### src/sv/rpfd_pkg.sv
// Shared constants, types and command format for the run-length page frame decoder.
package rpfd_pkg;

    localparam int DISPLAY_WIDTH  = 128;
    localparam int DISPLAY_HEIGHT = 64;
    localparam int PAGE_LINES     = 8;

    localparam int PAGE_COUNT  = (DISPLAY_HEIGHT + PAGE_LINES - 1) / PAGE_LINES;
    localparam int STORE_BYTES = DISPLAY_WIDTH * PAGE_COUNT;
    localparam int PIXEL_TOTAL = DISPLAY_WIDTH * DISPLAY_HEIGHT;

    localparam int ADDR_W = $clog2(STORE_BYTES);
    localparam int BASE_W = $clog2(STORE_BYTES + 1);
    localparam int COL_W  = $clog2(DISPLAY_WIDTH);
    localparam int LINE_W = $clog2(DISPLAY_HEIGHT + 1);
    localparam int IDX_W  = $clog2(PIXEL_TOTAL + 1);
    localparam int BIT_W  = $clog2(PAGE_LINES);
    localparam int LCMP_W = (LINE_W > 6) ? LINE_W : 6;

    localparam int TYPE_W = 2;
    localparam int BYTE_W = 8;
    localparam int PAGE_W = 3;
    localparam int RCOL_W = 7;
    localparam int POS_W  = 14;

    localparam int QDEPTH = 2;
    localparam int QPTR_W = 1;
    localparam int QCNT_W = 2;

    typedef enum logic [TYPE_W-1:0] {
        REQ_CLEAR = 2'd0,
        REQ_RUN   = 2'd1,
        REQ_READ  = 2'd2,
        REQ_NONE  = 2'd3
    } req_t;

    typedef enum logic [1:0] {
        ST_IDLE,
        ST_WALK,
        ST_READ,
        ST_DONE
    } state_t;

    typedef struct packed {
        req_t              op;
        logic [BYTE_W-1:0] count;
        logic              set;
        logic [PAGE_W-1:0] page;
        logic [RCOL_W-1:0] column;
        logic              in_range;
        logic [ADDR_W-1:0] addr;
    } cmd_t;

endpackage

### src/sv/rpfd_queue.sv
// Small command queue between the decoder and the executor.
module rpfd_queue (
    input  logic           clk,
    input  logic           rst_n,
    input  logic           push,
    input  rpfd_pkg::cmd_t push_cmd,
    output logic           full,
    input  logic           pop,
    output logic           pop_valid,
    output rpfd_pkg::cmd_t pop_cmd
);
    import rpfd_pkg::*;

    cmd_t              slot_reg [QDEPTH];
    logic [QPTR_W-1:0] wr_ptr_reg, wr_ptr_next;
    logic [QPTR_W-1:0] rd_ptr_reg, rd_ptr_next;
    logic [QCNT_W-1:0] cnt_reg, cnt_next;
    logic              do_push;
    logic              do_pop;

    assign full      = (cnt_reg == QCNT_W'(QDEPTH));
    assign pop_valid = (cnt_reg != '0);
    assign pop_cmd   = slot_reg[rd_ptr_reg];
    assign do_push   = push && !full;
    assign do_pop    = pop && pop_valid;

    always_comb
    begin
        wr_ptr_next = wr_ptr_reg;
        rd_ptr_next = rd_ptr_reg;
        cnt_next    = cnt_reg;
        if (do_push)
        begin
            wr_ptr_next = (wr_ptr_reg == QPTR_W'(QDEPTH - 1)) ? '0 : wr_ptr_reg + 1'b1;
        end
        if (do_pop)
        begin
            rd_ptr_next = (rd_ptr_reg == QPTR_W'(QDEPTH - 1)) ? '0 : rd_ptr_reg + 1'b1;
        end
        if (do_push && !do_pop)
        begin
            cnt_next = cnt_reg + 1'b1;
        end
        else if (do_pop && !do_push)
        begin
            cnt_next = cnt_reg - 1'b1;
        end
    end

    always_ff @(posedge clk or negedge rst_n)
    begin
        if (!rst_n)
        begin
            wr_ptr_reg <= '0;
            rd_ptr_reg <= '0;
            cnt_reg    <= '0;
        end
        else
        begin
            wr_ptr_reg <= wr_ptr_next;
            rd_ptr_reg <= rd_ptr_next;
            cnt_reg    <= cnt_next;
        end
    end

    always_ff @(posedge clk)
    begin
        if (do_push)
        begin
            slot_reg[wr_ptr_reg] <= push_cmd;
        end
    end

endmodule

### config.mk
export PLATFORM = sky130hd
export DESIGN_NAME = rpfd_queue
export DESIGN_NICKNAME = d
export VERILOG_FILES = /design/src/sv/rpfd_pkg.sv /design/src/sv/rpfd_queue.sv
export SDC_FILE = /design/constraint.sdc
export NUM_CORES = 1
export LEC_CHECK = 0
export BUFFER_PORTS_ARGS = -buffer_cell sky130_fd_sc_hd__buf_2
export CORE_ASPECT_RATIO = 0.9
export CORE_MARGIN = 3
export CORE_UTILIZATION = 49
export CTS_BUF_LIST = sky130_fd_sc_hd__clkbuf_16
export DETAILED_ROUTE_END_ITERATION = 7
export PLACE_DENSITY = 0.75
export SLEW_MARGIN = 15
export SYNTH_ARGS = -nofsm -noshare
export SYNTH_HDL_FRONTEND = slang
export SYNTH_SLANG_ARGS = --single-unit
export TNS_END_PERCENT = 1
### constraint.sdc
create_clock -name clk -period 3.1 [get_ports clk]
set_input_delay 0.155 -clock clk [delete_from_list [all_inputs] [get_ports clk]]
set_output_delay 0.155 -clock clk [all_outputs]
set_load 0.1 [all_outputs]
==> metrics.md <==
| Metric | Value |
|---|---|
| Status | `completed` |
| CP max FO | `33` |
| Synth unique cells | `16` |
| Total global-route track usage | `0.137` |
| Max Clock Skew | `0.00320 ns` |
| Synthesis-to-layout area growth | `23.8%` |
| Vias in the first global route | `1396` |
| Critical path, cell by cell | `mux2_2 -> buf_2` |
| Area of the multi-input gates | `569 sq um` |
| M1 GR Usage | `0.155` |
| Met3 Use GR | `0.0271` |
| Core Rows | `24` |
| Max reg flops | `64` |
| ANT nets after route | `0` |
| Root buf cell | `clkbuf_16` |
| Worst Hold Class | `primary input to flip-flop` |
| CP endpoint kind | `output pin` |
| Initial Util | `0.528` |
| Setup repair after global routing missed its margin | `false` |
| # port buffers | `69` |
| Kind of critical path | `flip-flop to output pin` |
| Worst path arrival time | `2.10 ns` |
| Fill count | `378` |
| Cells after Synth | `around 120` |
| Final setup fails | `0` |
| Syn_nets | `156` |
| Endpoints failing hold | `0` |
| Fin nets | `~230` |
| GP Congestion | `about 0.73` |
| Die Y | `about 76 um` |
| First-pass GRT wire length | `6.78 mm` |
| Crit path launch type | `flip-flop` |
| Detailed Place HPWL | `between 2 and 3 mm` |
| Pre-antenna DRT Iters | `4` |
| Via Count | `1296` |
| Cell area after synthesis | `between 2000 and 3000 sq um` |
| Count of pins over their slew limit | `0` |
| Final worst path period share | `0.728` |
| Delay-heaviest family, CP | `flip-flops` |
| Largest net degree at the start of global routing | `34` |
| Met2 Use GR | `0.248` |
| Worst path required time | `2.94 ns` |
| Worst-skew pair later-pin latency | `0.31 ns` |
| Resized Gates After CTS | `0` |
| Slowest stage delay, CP | `1.03 ns` |
| Initial antenna violation count | `0` |
| Slowest cell on crit path | `dfrtp_2` |
| Share of cells above drive strength 1 | `0.569` |
| Routed WL per cell | `15.9 um` |
| Register Area | `2020 sq um` |
| Max-Slew Margin vs Limit | `0.326` |
| Warnings, synthesis | `0` |
| Detailed-route DRC error count | `0` |
| Setup TNS | `0 ns` |
| Full die area | `6360 sq um` |
| Clock-pin slew on the worst setup and hold paths | `0.05 ns` |
| Grt total ovfl | `0` |
| Max cap viols | `0` |
| Buf+Inv Stages, Crit Path | `1` |
| Post-CTS Setup Bufs | `0` |
| Drt total wl | `between 4 and 5 mm` |
| Initial DRC count | `between 70 and 80` |
| GRT busiest layer | `met2` |
| H-tree Lvls | `3` |
| Diode count | `0` |
| Vias per std cell | `about 4.9` |
| Clk sink count | `68` |
| CTS buffer count | `9` |
| Sequential share of the synthesized area | `0.759` |
| Tmin final | `~2.3 ns` |
| Fmax | `approximately 0.44 GHz` |
| Io pins | `70` |
| Syn avg cell area | `22.4 sq um` |
| CTS max path bufs | `2` |
| Worst-Margin Slew | `1.01 ns` |
| Flop and latch count out of synthesis | `around 70` |
| Core outline area | `5040 sq um` |
| Die width | `83.7 um` |
| CTS tree | `built` |
-- cell usage after synthesis --
| master | instances | area share |
|---|---|---|
| edfxtp_1 | 64 | 0.72 |
| or2_1 | 1 | 0.0024 |
| nand2_1 | 1 | 0.0014 |
| xor2_1 | 2 | 0.0066 |
| inv_1 | 2 | 0.0028 |
| mux2_2 | 3 | 0.013 |
| dfrtp_1 | 4 | 0.038 |
| mux2_4 | 29 | 0.16 |
| nand2_2 | 1 | 0.0024 |
| and3_1 | 1 | 0.0024 |
| nor2_1 | 2 | 0.0028 |
| ha_1 | 1 | 0.0047 |
| buf_6 | 1 | 0.0042 |
| xnor2_1 | 3 | 0.0099 |
| buf_12 | 3 | 0.023 |
| nand2b_1 | 1 | 0.0024 |
-- area by class of cell --
class | instances | area share
repair buffers | 71 | 0.110
inverters | 2 | 0.00228
multi-input cells | 45 | 0.173
well taps | 65 | 0.0247
clock buffers | 9 | 0.0683
flip-flops and latches | 68 | 0.614
clock inverters | 7 | 0.00835
-- path summary, 6_finish.rpt --
| check | start | depth (start not counted) | slack, ns | to |
|---|---|---|---|---|
| worst max-delay path | rd_ptr_reg | 2 | 0.84 | pop_cmd[16] |
| worst min-delay path | push_cmd[12] | 1 | 0.03 | slot_reg[0][12] |
| worst max register to register | cnt_reg[0] | 3 | 1.22 | slot_reg[1][11] |
| worst min register to register | cnt_reg[1] | 1 | 0.51 | cnt_reg[1] |
| max in group asynchronous | rst_n | 2 | 2.78 | rd_ptr_reg |
| min in group asynchronous | rst_n | 2 | 0.18 | cnt_reg[1] |
-- routing by layer --
metal / up-vias / share of wire
met5: - / 0
met4: 0 / 0.010
met3: 4 / 0.035
met2: 32 / 0.56
met1: 642 / 0.40
li1: 618 / -
-- logic make-up (layout without fill, tap and decap cells) --
logic type | after synthesis | in the layout | share of synthesized area
xor+xnor | 5 | 5 | 0.0165
fa+ha+maj | 1 | 1 | 0.00470
buf+inv | 6 | 89 | 0.0296
flops | 68 | 68 | 0.759
mux | 32 | 32 | 0.176
simple gates | 7 | 7 | 0.0136
-- stage by stage --
step	setup slack, ns	area [sq um]	cells	util	hold WS (ns)
finish	0.845	3300	267	0.654	0.0312
global route	0.749	3300	267	0.654	0.0176
CTS	0.804	3300	267	0.654	0.0223
detailed placement	1.14	3030	250	0.601	-0.0326
global placement	1.21	3030	250	0.601	-0.0377
floorplan	0.701	2660	119	-	-0.141
-- layout by cell type (no fill, tap or decap), types with 2 or more instances in the layout --
cell type,count
xnor2_1,3
mux2_4,29
edfxtp_1,64
mux2_2,3
buf_2,69
inv_1,5
clkbuf_16,9
xor2_1,2
clkinv_1,3
dfrtp_1,3
-- timing repair --
item	4_1_cts	5_1_grt
setup endpoints to repair	0	0
endpoints found under the hold margin	4	0
hold buffers	1	0
Power is left out: the tool's default activity adds up to more than one toggle a clock period on the data nets, which glitch-free logic cannot reach.
